`src/hdl/ckb_pkg.sv`:
```
// Shared types and constants for the color-keyed sprite blit unit.
package ckb_pkg;

	localparam int unsigned CfgIndexBits = 3;

	localparam logic [CfgIndexBits-1:0] REG_COLOR_KEY     = 3'd0;
	localparam logic [CfgIndexBits-1:0] REG_DEST_WIDTH    = 3'd1;
	localparam logic [CfgIndexBits-1:0] REG_DEST_HEIGHT   = 3'd2;
	localparam logic [CfgIndexBits-1:0] REG_SPRITE_WIDTH  = 3'd3;
	localparam logic [CfgIndexBits-1:0] REG_SPRITE_HEIGHT = 3'd4;
	localparam logic [CfgIndexBits-1:0] REG_CENTER_X      = 3'd5;
	localparam logic [CfgIndexBits-1:0] REG_CENTER_Y      = 3'd6;
	localparam logic [CfgIndexBits-1:0] REG_SPRITE_MODE   = 3'd7;

	localparam logic [1:0] MODE_CHAR   = 2'd0;
	localparam logic [1:0] MODE_SHADOW = 2'd1;
	localparam logic [1:0] MODE_GAUGE  = 2'd2;

	localparam logic [23:0] RESET_COLOR_KEY   = 24'hFF_FFFF;
	localparam logic [12:0] RESET_DEST_WIDTH  = 13'd640;
	localparam logic [12:0] RESET_DEST_HEIGHT = 13'd480;
	localparam logic [12:0] RESET_SPRITE_DIM  = 13'd1;

	localparam logic [6:0] PERCENT_SCALE = 7'd100;

	typedef struct packed {
		logic [23:0] color_key;
		logic [12:0] dest_width;
		logic [12:0] dest_height;
		logic [12:0] sprite_width;
		logic [12:0] sprite_height;
		logic [11:0] center_x;
		logic [11:0] center_y;
		logic [1:0]  sprite_mode;
	} cfg_t;

	typedef struct packed {
		logic signed [15:0] draw_x;
		logic signed [15:0] draw_y;
		logic [11:0]        src_col;
		logic [11:0]        src_row;
		logic [31:0]        src_pixel;
		logic [31:0]        dest_pixel;
		logic               tint_player;
		logic [6:0]         draw_percent;
	} pix_in_t;

endpackage

```
`src/hdl/ckb_pix_in_if.sv`:
```
// Input pixel channel: sprite pixel, draw point and back-buffer pixel.
interface ckb_pix_in_if;
	logic               valid;
	logic               ready;
	logic signed [15:0] draw_x;
	logic signed [15:0] draw_y;
	logic [11:0]        src_col;
	logic [11:0]        src_row;
	logic [31:0]        src_pixel;
	logic [31:0]        dest_pixel;
	logic               tint_player;
	logic [6:0]         draw_percent;

	modport source (
		output valid, draw_x, draw_y, src_col, src_row, src_pixel, dest_pixel,
			tint_player, draw_percent,
		input  ready
	);
	modport sink (
		input  valid, draw_x, draw_y, src_col, src_row, src_pixel, dest_pixel,
			tint_player, draw_percent,
		output ready
	);
endinterface

```
`src/hdl/ckb_pix_out_if.sv`:
```
// Output channel: write decision, destination position and written RGB.
interface ckb_pix_out_if #(
	parameter int unsigned COORD_BITS = 12
);
	logic                  valid;
	logic                  ready;
	logic                  write_enable;
	logic [COORD_BITS-1:0] dest_col;
	logic [COORD_BITS-1:0] dest_row;
	logic [23:0]           out_pixel;

	modport source (
		output valid, write_enable, dest_col, dest_row, out_pixel,
		input  ready
	);
	modport sink (
		input  valid, write_enable, dest_col, dest_row, out_pixel,
		output ready
	);
endinterface

```
`src/hdl/ckb_cfg_if.sv`:
```
// Configuration write channel: register index and write data.
interface ckb_cfg_if;
	logic                             valid;
	logic                             ready;
	logic [ckb_pkg::CfgIndexBits-1:0] index;
	logic [23:0]                      data;

	modport source (
		output valid, index, data,
		input  ready
	);
	modport sink (
		input  valid, index, data,
		output ready
	);
endinterface

```
`src/hdl/ckb_cfg.sv`:
```
// Configuration register file for the blit unit.
module ckb_cfg (
	input  logic           clk,
	input  logic           arst_n,
	ckb_cfg_if.sink        cfg,
	output ckb_pkg::cfg_t  regs
);
	ckb_pkg::cfg_t regs_q;

	assign cfg.ready = 1'b1;
	assign regs      = regs_q;

	always_ff @(posedge clk or negedge arst_n) begin
		if (!arst_n) begin
			regs_q.color_key     <= ckb_pkg::RESET_COLOR_KEY;
			regs_q.dest_width    <= ckb_pkg::RESET_DEST_WIDTH;
			regs_q.dest_height   <= ckb_pkg::RESET_DEST_HEIGHT;
			regs_q.sprite_width  <= ckb_pkg::RESET_SPRITE_DIM;
			regs_q.sprite_height <= ckb_pkg::RESET_SPRITE_DIM;
			regs_q.center_x      <= '0;
			regs_q.center_y      <= '0;
			regs_q.sprite_mode   <= ckb_pkg::MODE_CHAR;
		end else if (cfg.valid) begin
			unique case (cfg.index)
				ckb_pkg::REG_COLOR_KEY:     regs_q.color_key     <= cfg.data;
				ckb_pkg::REG_DEST_WIDTH:    regs_q.dest_width    <= cfg.data[12:0];
				ckb_pkg::REG_DEST_HEIGHT:   regs_q.dest_height   <= cfg.data[12:0];
				ckb_pkg::REG_SPRITE_WIDTH:  regs_q.sprite_width  <= cfg.data[12:0];
				ckb_pkg::REG_SPRITE_HEIGHT: regs_q.sprite_height <= cfg.data[12:0];
				ckb_pkg::REG_CENTER_X:      regs_q.center_x      <= cfg.data[11:0];
				ckb_pkg::REG_CENTER_Y:      regs_q.center_y      <= cfg.data[11:0];
				ckb_pkg::REG_SPRITE_MODE:   regs_q.sprite_mode   <= cfg.data[1:0];
				default: ;
			endcase
		end
	end
endmodule

```
`src/hdl/ckb_calc.sv`:
```
// Placement, clipping, color key test and pixel shading for one sprite pixel.
module ckb_calc #(
	parameter int unsigned COORD_BITS = 12
) (
	input  ckb_pkg::pix_in_t       pix,
	input  ckb_pkg::cfg_t          regs,
	output logic                   write_enable,
	output logic [COORD_BITS-1:0]  dest_col,
	output logic [COORD_BITS-1:0]  dest_row,
	output logic [23:0]            out_pixel
);
	localparam logic [16:0] CoordLimit = 17'(1) << COORD_BITS;

	logic signed [17:0] sx, sy, dcol, drow, lclip, rclip_raw, rclip, k;
	logic signed [19:0] vis;
	logic [18:0]        k_scaled;
	logic [19:0]        vis_scaled;
	logic               inside_sprite, col_ok, row_ok, share_ok, key_ok, ok;
	logic [7:0]         r, g, b;

	always_comb begin
		sx   = {{2{pix.draw_x[15]}}, pix.draw_x} - $signed({6'b0, regs.center_x});
		sy   = {{2{pix.draw_y[15]}}, pix.draw_y} - $signed({6'b0, regs.center_y});
		dcol = sx + $signed({6'b0, pix.src_col});
		drow = sy + $signed({6'b0, pix.src_row});

		// clip amounts on each side add up
		lclip     = sx[17] ? -sx : 18'sd0;
		rclip_raw = sx + $signed({5'b0, regs.sprite_width}) - $signed({5'b0, regs.dest_width});
		rclip     = rclip_raw[17] ? 18'sd0 : rclip_raw;
		vis       = $signed({7'b0, regs.sprite_width}) - {{2{lclip[17]}}, lclip}
			- {{2{rclip[17]}}, rclip};
		k         = $signed({6'b0, pix.src_col}) - lclip;

		k_scaled   = 19'(k[11:0] * ckb_pkg::PERCENT_SCALE);
		vis_scaled = 20'(vis[12:0] * pix.draw_percent);

		inside_sprite = ({1'b0, pix.src_col} < regs.sprite_width)
			&& ({1'b0, pix.src_row} < regs.sprite_height);
		col_ok = !dcol[17] && (dcol[16:0] < {4'b0, regs.dest_width})
			&& (dcol[16:0] < CoordLimit);
		row_ok = !drow[17] && (drow[16:0] < {4'b0, regs.dest_height})
			&& (drow[16:0] < CoordLimit);
		share_ok = !vis[19] && (vis != 20'sd0) && !k[17]
			&& ({1'b0, k_scaled} < vis_scaled);
		key_ok = pix.src_pixel[23:0] != regs.color_key;
		ok     = inside_sprite && col_ok && row_ok && share_ok && key_ok;

		r = pix.src_pixel[23:16];
		g = pix.src_pixel[15:8];
		b = pix.src_pixel[7:0];
		if (regs.sprite_mode == ckb_pkg::MODE_SHADOW) begin
			r = r + {1'b0, pix.dest_pixel[23:17]};
			g = g + {1'b0, pix.dest_pixel[15:9]};
			b = b + {1'b0, pix.dest_pixel[7:1]};
		end else if (regs.sprite_mode != ckb_pkg::MODE_GAUGE && pix.tint_player) begin
			g = {1'b0, g[7:1]};
			b = {1'b0, b[7:1]};
		end

		write_enable = ok;
		dest_col     = ok ? dcol[COORD_BITS-1:0] : '0;
		dest_row     = ok ? drow[COORD_BITS-1:0] : '0;
		out_pixel    = ok ? {r, g, b} : 24'h0;
	end
endmodule

```
`src/hdl/color_key_sprite_pixel_blit_unit.sv`:
```
// Top level of the color-keyed sprite blit unit: input stage, compute and result stage.
//
//   channel   dir   payload
//   pix_in    in    draw_x, draw_y, src_col, src_row, src_pixel, dest_pixel,
//                   tint_player, draw_percent
//   pix_out   out   write_enable, dest_col, dest_row, out_pixel
//   cfg       in    index, data (register write, always ready)
//
// One pixel per clock sustained while the sink keeps pix_out ready. A transaction accepted
// into the input register has its result computed by ckb_calc and loaded into the result
// register, where it waits until the sink takes it.
// The two stages hold up to two transactions: while a result waits, pix_in stays
// ready only as long as the input stage is empty.
// arst_n clears the stage valid flags and loads the register reset values.
module color_key_sprite_pixel_blit_unit #(
	parameter int unsigned COORD_BITS = 12
) (
	input  logic             clk,
	input  logic             arst_n,
	ckb_pix_in_if.sink       pix_in,
	ckb_pix_out_if.source    pix_out,
	ckb_cfg_if.sink          cfg
);
	ckb_pkg::cfg_t         regs;
	ckb_pkg::pix_in_t      pix_s1;
	logic                  valid_s1;
	logic                  valid_s2;
	logic                  advance_s2;
	logic                  we_c;
	logic [COORD_BITS-1:0] col_c, row_c;
	logic [23:0]           rgb_c;
	logic                  we_s2;
	logic [COORD_BITS-1:0] col_s2, row_s2;
	logic [23:0]           rgb_s2;

	ckb_cfg u_cfg (
		.clk    (clk),
		.arst_n (arst_n),
		.cfg    (cfg),
		.regs   (regs)
	);

	ckb_calc #(.COORD_BITS(COORD_BITS)) u_calc (
		.pix          (pix_s1),
		.regs         (regs),
		.write_enable (we_c),
		.dest_col     (col_c),
		.dest_row     (row_c),
		.out_pixel    (rgb_c)
	);

	assign advance_s2   = !valid_s2 || pix_out.ready;
	assign pix_in.ready = !valid_s1 || advance_s2;

	always_ff @(posedge clk or negedge arst_n) begin
		if (!arst_n) begin
			valid_s1 <= 1'b0;
			valid_s2 <= 1'b0;
		end else begin
			if (pix_in.ready)
				valid_s1 <= pix_in.valid;
			if (advance_s2)
				valid_s2 <= valid_s1;
		end
	end

	always_ff @(posedge clk) begin
		if (pix_in.ready && pix_in.valid) begin
			pix_s1.draw_x       <= pix_in.draw_x;
			pix_s1.draw_y       <= pix_in.draw_y;
			pix_s1.src_col      <= pix_in.src_col;
			pix_s1.src_row      <= pix_in.src_row;
			pix_s1.src_pixel    <= pix_in.src_pixel;
			pix_s1.dest_pixel   <= pix_in.dest_pixel;
			pix_s1.tint_player  <= pix_in.tint_player;
			pix_s1.draw_percent <= pix_in.draw_percent;
		end
		// hold the result while the sink stalls
		if (advance_s2 && valid_s1) begin
			we_s2  <= we_c;
			col_s2 <= col_c;
			row_s2 <= row_c;
			rgb_s2 <= rgb_c;
		end
	end

	assign pix_out.valid        = valid_s2;
	assign pix_out.write_enable = we_s2;
	assign pix_out.dest_col     = col_s2;
	assign pix_out.dest_row     = row_s2;
	assign pix_out.out_pixel    = rgb_s2;
endmodule

```
`src/flat_wrapper.sv`:
```
// flat-port wrapper written by rule: the top's interface ports become plain ports
module color_key_sprite_pixel_blit_unit_flat 
#(
	parameter int unsigned COORD_BITS = 12
)
  (clk, arst_n, pix_in_valid, pix_in_draw_x, pix_in_draw_y, pix_in_src_col, pix_in_src_row, pix_in_src_pixel, pix_in_dest_pixel, pix_in_tint_player, pix_in_draw_percent, pix_in_ready, pix_out_valid, pix_out_write_enable, pix_out_dest_col, pix_out_dest_row, pix_out_out_pixel, pix_out_ready, cfg_valid, cfg_index, cfg_data, cfg_ready);
  ckb_pix_in_if pix_in_i ();
  ckb_pix_out_if #(.COORD_BITS(COORD_BITS)) pix_out_i ();
  ckb_cfg_if cfg_i ();
  input  logic clk;
  input  logic arst_n;
  input wire logic [$bits(pix_in_i.valid)-1:0] pix_in_valid;
  input wire logic [$bits(pix_in_i.draw_x)-1:0] pix_in_draw_x;
  input wire logic [$bits(pix_in_i.draw_y)-1:0] pix_in_draw_y;
  input wire logic [$bits(pix_in_i.src_col)-1:0] pix_in_src_col;
  input wire logic [$bits(pix_in_i.src_row)-1:0] pix_in_src_row;
  input wire logic [$bits(pix_in_i.src_pixel)-1:0] pix_in_src_pixel;
  input wire logic [$bits(pix_in_i.dest_pixel)-1:0] pix_in_dest_pixel;
  input wire logic [$bits(pix_in_i.tint_player)-1:0] pix_in_tint_player;
  input wire logic [$bits(pix_in_i.draw_percent)-1:0] pix_in_draw_percent;
  output wire logic [$bits(pix_in_i.ready)-1:0] pix_in_ready;
  output wire logic [$bits(pix_out_i.valid)-1:0] pix_out_valid;
  output wire logic [$bits(pix_out_i.write_enable)-1:0] pix_out_write_enable;
  output wire logic [$bits(pix_out_i.dest_col)-1:0] pix_out_dest_col;
  output wire logic [$bits(pix_out_i.dest_row)-1:0] pix_out_dest_row;
  output wire logic [$bits(pix_out_i.out_pixel)-1:0] pix_out_out_pixel;
  input wire logic [$bits(pix_out_i.ready)-1:0] pix_out_ready;
  input wire logic [$bits(cfg_i.valid)-1:0] cfg_valid;
  input wire logic [$bits(cfg_i.index)-1:0] cfg_index;
  input wire logic [$bits(cfg_i.data)-1:0] cfg_data;
  output wire logic [$bits(cfg_i.ready)-1:0] cfg_ready;
  assign pix_in_i.valid = pix_in_valid;
  assign pix_in_i.draw_x = pix_in_draw_x;
  assign pix_in_i.draw_y = pix_in_draw_y;
  assign pix_in_i.src_col = pix_in_src_col;
  assign pix_in_i.src_row = pix_in_src_row;
  assign pix_in_i.src_pixel = pix_in_src_pixel;
  assign pix_in_i.dest_pixel = pix_in_dest_pixel;
  assign pix_in_i.tint_player = pix_in_tint_player;
  assign pix_in_i.draw_percent = pix_in_draw_percent;
  assign pix_in_ready = pix_in_i.ready;
  assign pix_out_valid = pix_out_i.valid;
  assign pix_out_write_enable = pix_out_i.write_enable;
  assign pix_out_dest_col = pix_out_i.dest_col;
  assign pix_out_dest_row = pix_out_i.dest_row;
  assign pix_out_out_pixel = pix_out_i.out_pixel;
  assign pix_out_i.ready = pix_out_ready;
  assign cfg_i.valid = cfg_valid;
  assign cfg_i.index = cfg_index;
  assign cfg_i.data = cfg_data;
  assign cfg_ready = cfg_i.ready;
  color_key_sprite_pixel_blit_unit #(.COORD_BITS(COORD_BITS)) u_core (.clk(clk), .arst_n(arst_n), .pix_in(pix_in_i), .pix_out(pix_out_i), .cfg(cfg_i));
endmodule
```
`config.mk`:
```
export PLATFORM = sky130hd
export DESIGN_NAME = color_key_sprite_pixel_blit_unit_flat
export DESIGN_NICKNAME = d
export VERILOG_FILES = /design/src/hdl/ckb_pkg.sv /design/src/hdl/ckb_pix_in_if.sv /design/src/hdl/ckb_pix_out_if.sv /design/src/hdl/ckb_cfg_if.sv /design/src/hdl/ckb_cfg.sv /design/src/hdl/ckb_calc.sv /design/src/hdl/color_key_sprite_pixel_blit_unit.sv /design/src/flat_wrapper.sv
export SDC_FILE = /design/constraint.sdc
export NUM_CORES = 1
export LEC_CHECK = 0
export ABC_CLOCK_PERIOD_IN_PS = 12900
export BUFFER_PORTS_ARGS = -buffer_cell sky130_fd_sc_hd__buf_4
export CAP_MARGIN = 25
export CORE_UTILIZATION = 53
export CTS_BUF_LIST = sky130_fd_sc_hd__clkbuf_16
export DETAILED_ROUTE_END_ITERATION = 16
export PLACE_DENSITY = 0.82
export SLEW_MARGIN = 20
export SYNTH_ARGS = -nofsm -noshare
export SYNTH_HDL_FRONTEND = slang
export SYNTH_SLANG_ARGS = --single-unit
```
`constraint.sdc`:
```
create_clock -name clk -period 12.9 [get_ports clk]
set_input_delay 1.935 -clock clk [delete_from_list [all_inputs] [get_ports clk]]
set_output_delay 1.935 -clock clk [all_outputs]
set_load 0.1 [all_outputs]
```
* After elaboration in Yosys (flattened, before gate mapping)
Index checks and enable logic that the tools add are counted.
Operators by class: add/subtract/negate cells 13, $mul 2, $lt $le $gt $ge 7, equal/unequal tests 10, mux-type cells 7, reduce and logical (&&, ||, !) cells 33
Operators by type and width (number):
- $mux W8 | 5
- $lt A17 B13 Y1 | 2
- $lt A17 B13 Y1 const B | 2
- $sub A16 B13 Y17 | 2
- $lt A12 B13 Y1 | 2
- $add A8 B7 Y8 | 3
- $ne A24 B24 Y1 | 1
- $lt A19 B20 Y1 | 1
- $mul A13 B7 Y20 | 1
- $reduce_bool A20 Y1 | 1
- $sub A19 B18 Y20 | 1
- $sub A14 B18 Y19 | 1
- $add A17 B13 Y18 | 1
- $add A18 B13 Y18 | 1
- $add A18 B14 Y18 | 1
- $mux W18 | 1
- $neg A18 Y18 | 1
- $sub A13 B18 Y18 | 1
- $sub A18 B14 Y18 | 1
- $mul A12 B5 Y17 const B | 1
- $mux W17 | 1
- $reduce_and A2 Y1 | 8
- $logic_and A1 B1 Y1 | 15
- $eq A3 B3 Y1 const B | 4
- other kinds (7) | 14
Word-level totals: register bits after elaboration 265, input bits 160, output and inout port bits 52, logic and storage cells 94

* Longest topological paths before layout
depth in word-level cells 11, mapped depth 60, gate-level depth less buffers 56

* By module
A second synthesis with hierarchy kept.
Unflattened totals: cells, all modules 2062, area, all modules 22062.4 sq um
Modules (own cells, without submodules):
- ckb_calc | times used 1, cells each 1652, area an instance 12737.2 sq um, sequential area each 0.0 sq um
- color_key_sprite_pixel_blit_unit | times used 1, cells each 185, area an instance 5418.9 sq um, sequential area each 5365.1 sq um
- ckb_cfg | times used 1, cells each 225, area an instance 3906.2 sq um, sequential area each 2592.5 sq um

* Worst setup path before layout
No wires, ideal clock.
path kind register to register, from reg u_core.u_cfg.regs_q (netlist bit u_core.u_cfg.regs[14]), to reg u_core.rgb_s2[2] (netlist: u_core.pix_out.out_pixel[2]) (data pin), library setup time 0.184 ns, arrival time 12.922 ns, data required time 12.716 ns, slack -0.207 ns, cell stages (with the launch flop) 56, path buffers 2, period minus slack after synthesis 13.107 ns, path through dfrtp_1 > ha_1 > fa_1 > nor2b_1 > o2111ai_2 > and2_1 > nand2_1 > xor2_1 > fa_1 > ha_1 > or3_1 > a2111oi_0 > o21ai_0 > a41oi_1 > nand2b_1 > a21oi_1 > nor2_1 > o31ai_1 > [20 not listed] > a311o_1 > o31ai_1 > or3_1 > a41oi_1 > nor2_1 > xnor2_1 > ha_1 > or4_1 > a221oi_1 > o21ai_0 > nor2_1 > o21bai_1 > a211o_1 > nor4bb_1 > or4_1 > buf_2 > buf_8 > a2111oi_4
On the way: cells in the longest elaborated chain, start to end 11, elaborated cells on any way between the ends 28, those cells by class add/sub: 8; mul: 2; order compare: 3; mux: 2; reduce/logical: 13
Ends and longest elaborated chain:
- from (decl) | line ckb_cfg.sv:8 | ckb_pkg::cfg_t regs_q;
- $sub A16 B13 Y17 (*) | line ckb_calc.sv:22 | sx = {{2{pix.draw_x[15]}}, pix.draw_x} - $signed({6'b0, regs.center_x});
- branches (longest 8 deep; another with $sub A19 B18 Y20)
- $logic_and A1 B1 Y1 (*) (2 in a row) | line ckb_calc.sv:47 | ok = inside_sprite && col_ok && row_ok && share_ok && key_ok;
- to (signal assigned) | line color_key_sprite_pixel_blit_unit.sv:83 | rgb_s2 <= rgb_c;
- to (decl) | line color_key_sprite_pixel_blit_unit.sv:34 | logic [23:0] rgb_s2;
Every way passes the cells marked *. A chain may end at the register's enable or synchronous reset.

* Worst setup path after layout
from reg u_core.u_cfg.regs_q (netlist bit u_core.u_cfg.regs[14]), to reg u_core.row_s2[1] (netlist: u_core.pix_out.dest_row[1]) (data pin)
On the way: cells in the longest elaborated chain, start to end 11, elaborated cells on any way between the ends 28, those cells by class add/sub: 8; mul: 2; order compare: 3; mux: 2; reduce/logical: 13
Ends and longest elaborated chain:
- $sub A16 B13 Y17 (*) | line ckb_calc.sv:22
- branches (longest 8 deep; another with $sub A19 B18 Y20)
- $logic_and A1 B1 Y1 (*) (2 in a row) | line ckb_calc.sv:47
- to (signal assigned) | line color_key_sprite_pixel_blit_unit.sv:82 | row_s2 <= row_c;
- to (decl) | line color_key_sprite_pixel_blit_unit.sv:33 | logic [COORD_BITS-1:0] col_s2, row_s2;
Marked as above.

==> impl_metrics.env <==
export IMPL_min_delay_path_class="reg -> reg"
export IMPL_syn_cell_area_um2=22010
export IMPL_maxCapViolCount=0
export IMPL_synth_nets=2653
export IMPL_rows=74
export IMPL_outcome="completed"
export IMPL_path_buf_inv=9
export IMPL_slew_viol_final=0
export IMPL_antenna_found_initial=0
export IMPL_antennaDiodeCount=0
export IMPL_dp_cells=2974
export IMPL_period_minus_slack_ns=12.83
export IMPL_ioPinCount=212
export IMPL_die_height_um=205.8
export IMPL_grt_first_pass_wirelength_mm=95.61
export IMPL_crit_slowest_cell="or4_4"
export IMPL_grt_max_degree=64
export IMPL_place_congestion=0.9363
export IMPL_ctsHtreeMaxLevel=1
export IMPL_setup_viol=0
export IMPL_report_final_hold_viol_count=0
export IMPL_grt_most_used_layer="met2"
export IMPL_synth_top_area_share_pct=21.56
export IMPL_async_flop_share_pct=39.69
export IMPL_grt_pass1_vias=18820
export IMPL_ys_seq_area_share_pct=33.57
export IMPL_layout_common_cells="buf_4 (394), inv_1 (274), ha_1 (250)"
export IMPL_layout_commonest_cell="buf_4"
export IMPL_worstPathMaxFanout=12
export IMPL_ctsHoldBuffers=0
export IMPL_drt_iter0_markers=1128
export IMPL_vias=17890
export IMPL_timing_fmax_mhz=77.92
export IMPL_synth_area_per_cell_um2=10.36
export IMPL_cts_tree="yes"
export IMPL_slew_headroom_pct=26.68
export IMPL_place_port_buffers=191
export IMPL_fillCellCount=2919
export IMPL_avgViaCountPerCell=5.847
export IMPL_yosys_area_top_type="edfxtp_1"
export IMPL_cts_num_sinks=262
export IMPL_synth_seq_cells=262
export IMPL_synth_edf_count=158
export IMPL_crit_type="reg -> reg"
export IMPL_clk_latency_ns=0.56
export IMPL_hpwl_mm=44.64
export IMPL_synth_mux_area_share_pct=4.258
export IMPL_synth_fa_ha_area_share_pct=24.56
export IMPL_grt_use_met3_pct=5.512
export IMPL_synth_top_family_by_area="adder cells"
export IMPL_drcViolationCount=0
export IMPL_synthTopCellsByArea="edfxtp_1 (22%), ha_1 (15%), fa_1 (9.6%)"
export IMPL_worstPathArrival_ns=13.22
export IMPL_nNetsFinal=3037
export IMPL_min_period_over_period_pct=99.49
export IMPL_ys_flop_type="edfxtp_1"
export IMPL_cp_common_cell="fa_1"
export IMPL_max_stage_delay_ns=0.57
export IMPL_ant_nets=0
export IMPL_rsz0062_at_grt="true"
export IMPL_grt_use_total_pct=28.90
export IMPL_crit_family="adder cells"
export IMPL_skew_ns=0.02866
export IMPL_synthXorXnorAreaFrac_pct=5.452
export IMPL_core_um2=40920
export IMPL_synth_cells=2124
export IMPL_dieArea_um2=42340
export IMPL_cts_buffers=26
export IMPL_ctsRootBufferMaster="clkbuf_16"
export IMPL_synth_simple_area_share_pct=13.39
export IMPL_tightest_slew_ns=1.100
export IMPL_synth_compound_area_share_pct=12.95
export IMPL_syn2layout_area_growth_pct=22.65
export IMPL_drt_wl_total_mm=61.14
export IMPL_crit_required_ns=13.29
export IMPL_end_kind="register"
export IMPL_post_drt_wl_per_cell_um=19.98
export IMPL_met1_usage_pct=32.88
export IMPL_ys_warn_count=0
export IMPL_firstDrtPassIters=5
export IMPL_path_clk_slew_ns=0.07
export IMPL_synth_cell_type_count=88
export IMPL_cts_buffer_depth=3
export IMPL_met2_usage_pct=51.54
export IMPL_drive_gt1_share_pct=26.82
export IMPL_initial_core_util_pct=53.78
export IMPL_gr_total_overflow=0
export IMPL_start_kind="register"
export IMPL_stdcell_count=3060
export IMPL_die_w_um=205.8
==> cell usage after synthesis, types with 7 or more instances <==
cell,number
o21bai_1,17
dfrtp_1,72
inv_1,272
fa_1,105
a211oi_1,11
nand2_1,136
and3_1,12
dfstp_2,32
nor3b_1,26
mux2_2,68
nor3_2,10
xnor2_1,88
a21oi_1,105
a31oi_1,7
or3_1,11
or4_1,8
or2_2,7
a21o_1,39
nand3_1,29
nor2_1,101
edfxtp_1,158
nand4_1,15
o21ai_0,93
clkbuf_1,29
a2111oi_4,14
mux2i_1,16
and2_1,84
xor2_1,49
nand2b_1,27
o211ai_1,13
nor4_1,18
buf_2,8
ha_1,264
nor3_1,29
o21a_1,18
nor2b_1,28
==> state kept, by name, summed over array words and instances (netlist names) <==
signal                       flops
u_core.pix_s1                  109
u_core.u_cfg.regs              102
u_core.pix_out.out_pixel        24
u_core.pix_out.dest_col         12
u_core.pix_out.dest_row         12
u_core.pix_out.valid             1
u_core.pix_out.write_enable      1
u_core.valid_s1                  1
==> timing repair <==
item | CTS | global route
setup buffers | 26 | 8
resized for setup | 75 | 40
endpoints found under the setup margin | 49 | 49
pin swaps | 42 | 25
gates cloned | 4 | 0
==> cells by family (layout without fill, tap and decap cells) <==
| group | Yosys count | count (layout) |
|---|---|---|
| AND/OR/NAND/NOR | 556 | 556 |
| buffers and inverters | 323 | 727 |
| XOR/XNOR | 137 | 137 |
| flip-flops | 262 | 262 |
| other | 1 | 1 |
| AO/OA/AOI/OAI | 391 | 391 |
| multiplexers | 85 | 85 |
| adder cells (fa/ha/maj) | 369 | 369 |
==> layout make-up <==
type	instances	area [um2]	share of cell area, %
clock buffers	28	700.7	2.596
inverters	274	1028	3.810
repair buffers	405	3196	11.84
multi-input cells	1539	13920	51.56
well taps	532	665.6	2.466
flip-flops and latches	262	7387	27.37
clock inverters	20	98.84	0.3662
==> worst reg2reg max path: cells and delay by family (launching register included) <==
family	cells	cell delay [ns]
AOI/OAI and AO/OA	17	2.68
xor gates and xnor gates	2	0.35
adders and majority gates	13	4.84
buffers and inverters	9	1.16
DFF	1	0.42
and+or+nand+nor	16	3.25
==> final timing paths <==
check,startpoint,to,slack (ns),depth (start not counted)
worst max register to register,u_core.u_cfg.regs[14],u_core.pix_out.dest_row[1],0.07,57
worst min-delay path,u_core.valid_s1,u_core.pix_out.valid,0.49,1
min in group asynchronous,arst_n,u_core.u_cfg.regs[28],1.25,1
worst max-delay path,u_core.u_cfg.regs[14],u_core.pix_out.dest_row[1],0.07,57
worst min register to register,u_core.valid_s1,u_core.pix_out.valid,0.49,1
max in group asynchronous,arst_n,u_core.u_cfg.regs[89],10.47,3
==> per-layer routing <==
metal,share of wire [%],wire length [um],up-vias
met5,0,0,-
met4,5.4,3311,0
met2,50,30840,756
met1,37,22490,8715
met3,7.3,4493,226
li1,-,-,8194
==> metrics by stage <==
stage	util [%]	setup TNS [ns]	setup WS [ns]	hold WS (ns)	cell area [um2]
finish	65.96	0	0.06634	0.4903	26990
detailed placement	61.75	-66.35	-1.456	0.4894	25270
global placement	61.66	-47.74	-1.061	0.4655	25230
global route	65.96	-13.11	-0.3261	0.5314	26990
floorplan	-	0	0.02615	0.4490	22030
CTS	65.33	0	0.004984	0.4899	26740
Power is not shown: default switching activity piles up to over one toggle a cycle in this logic, so the estimate is an artifact.
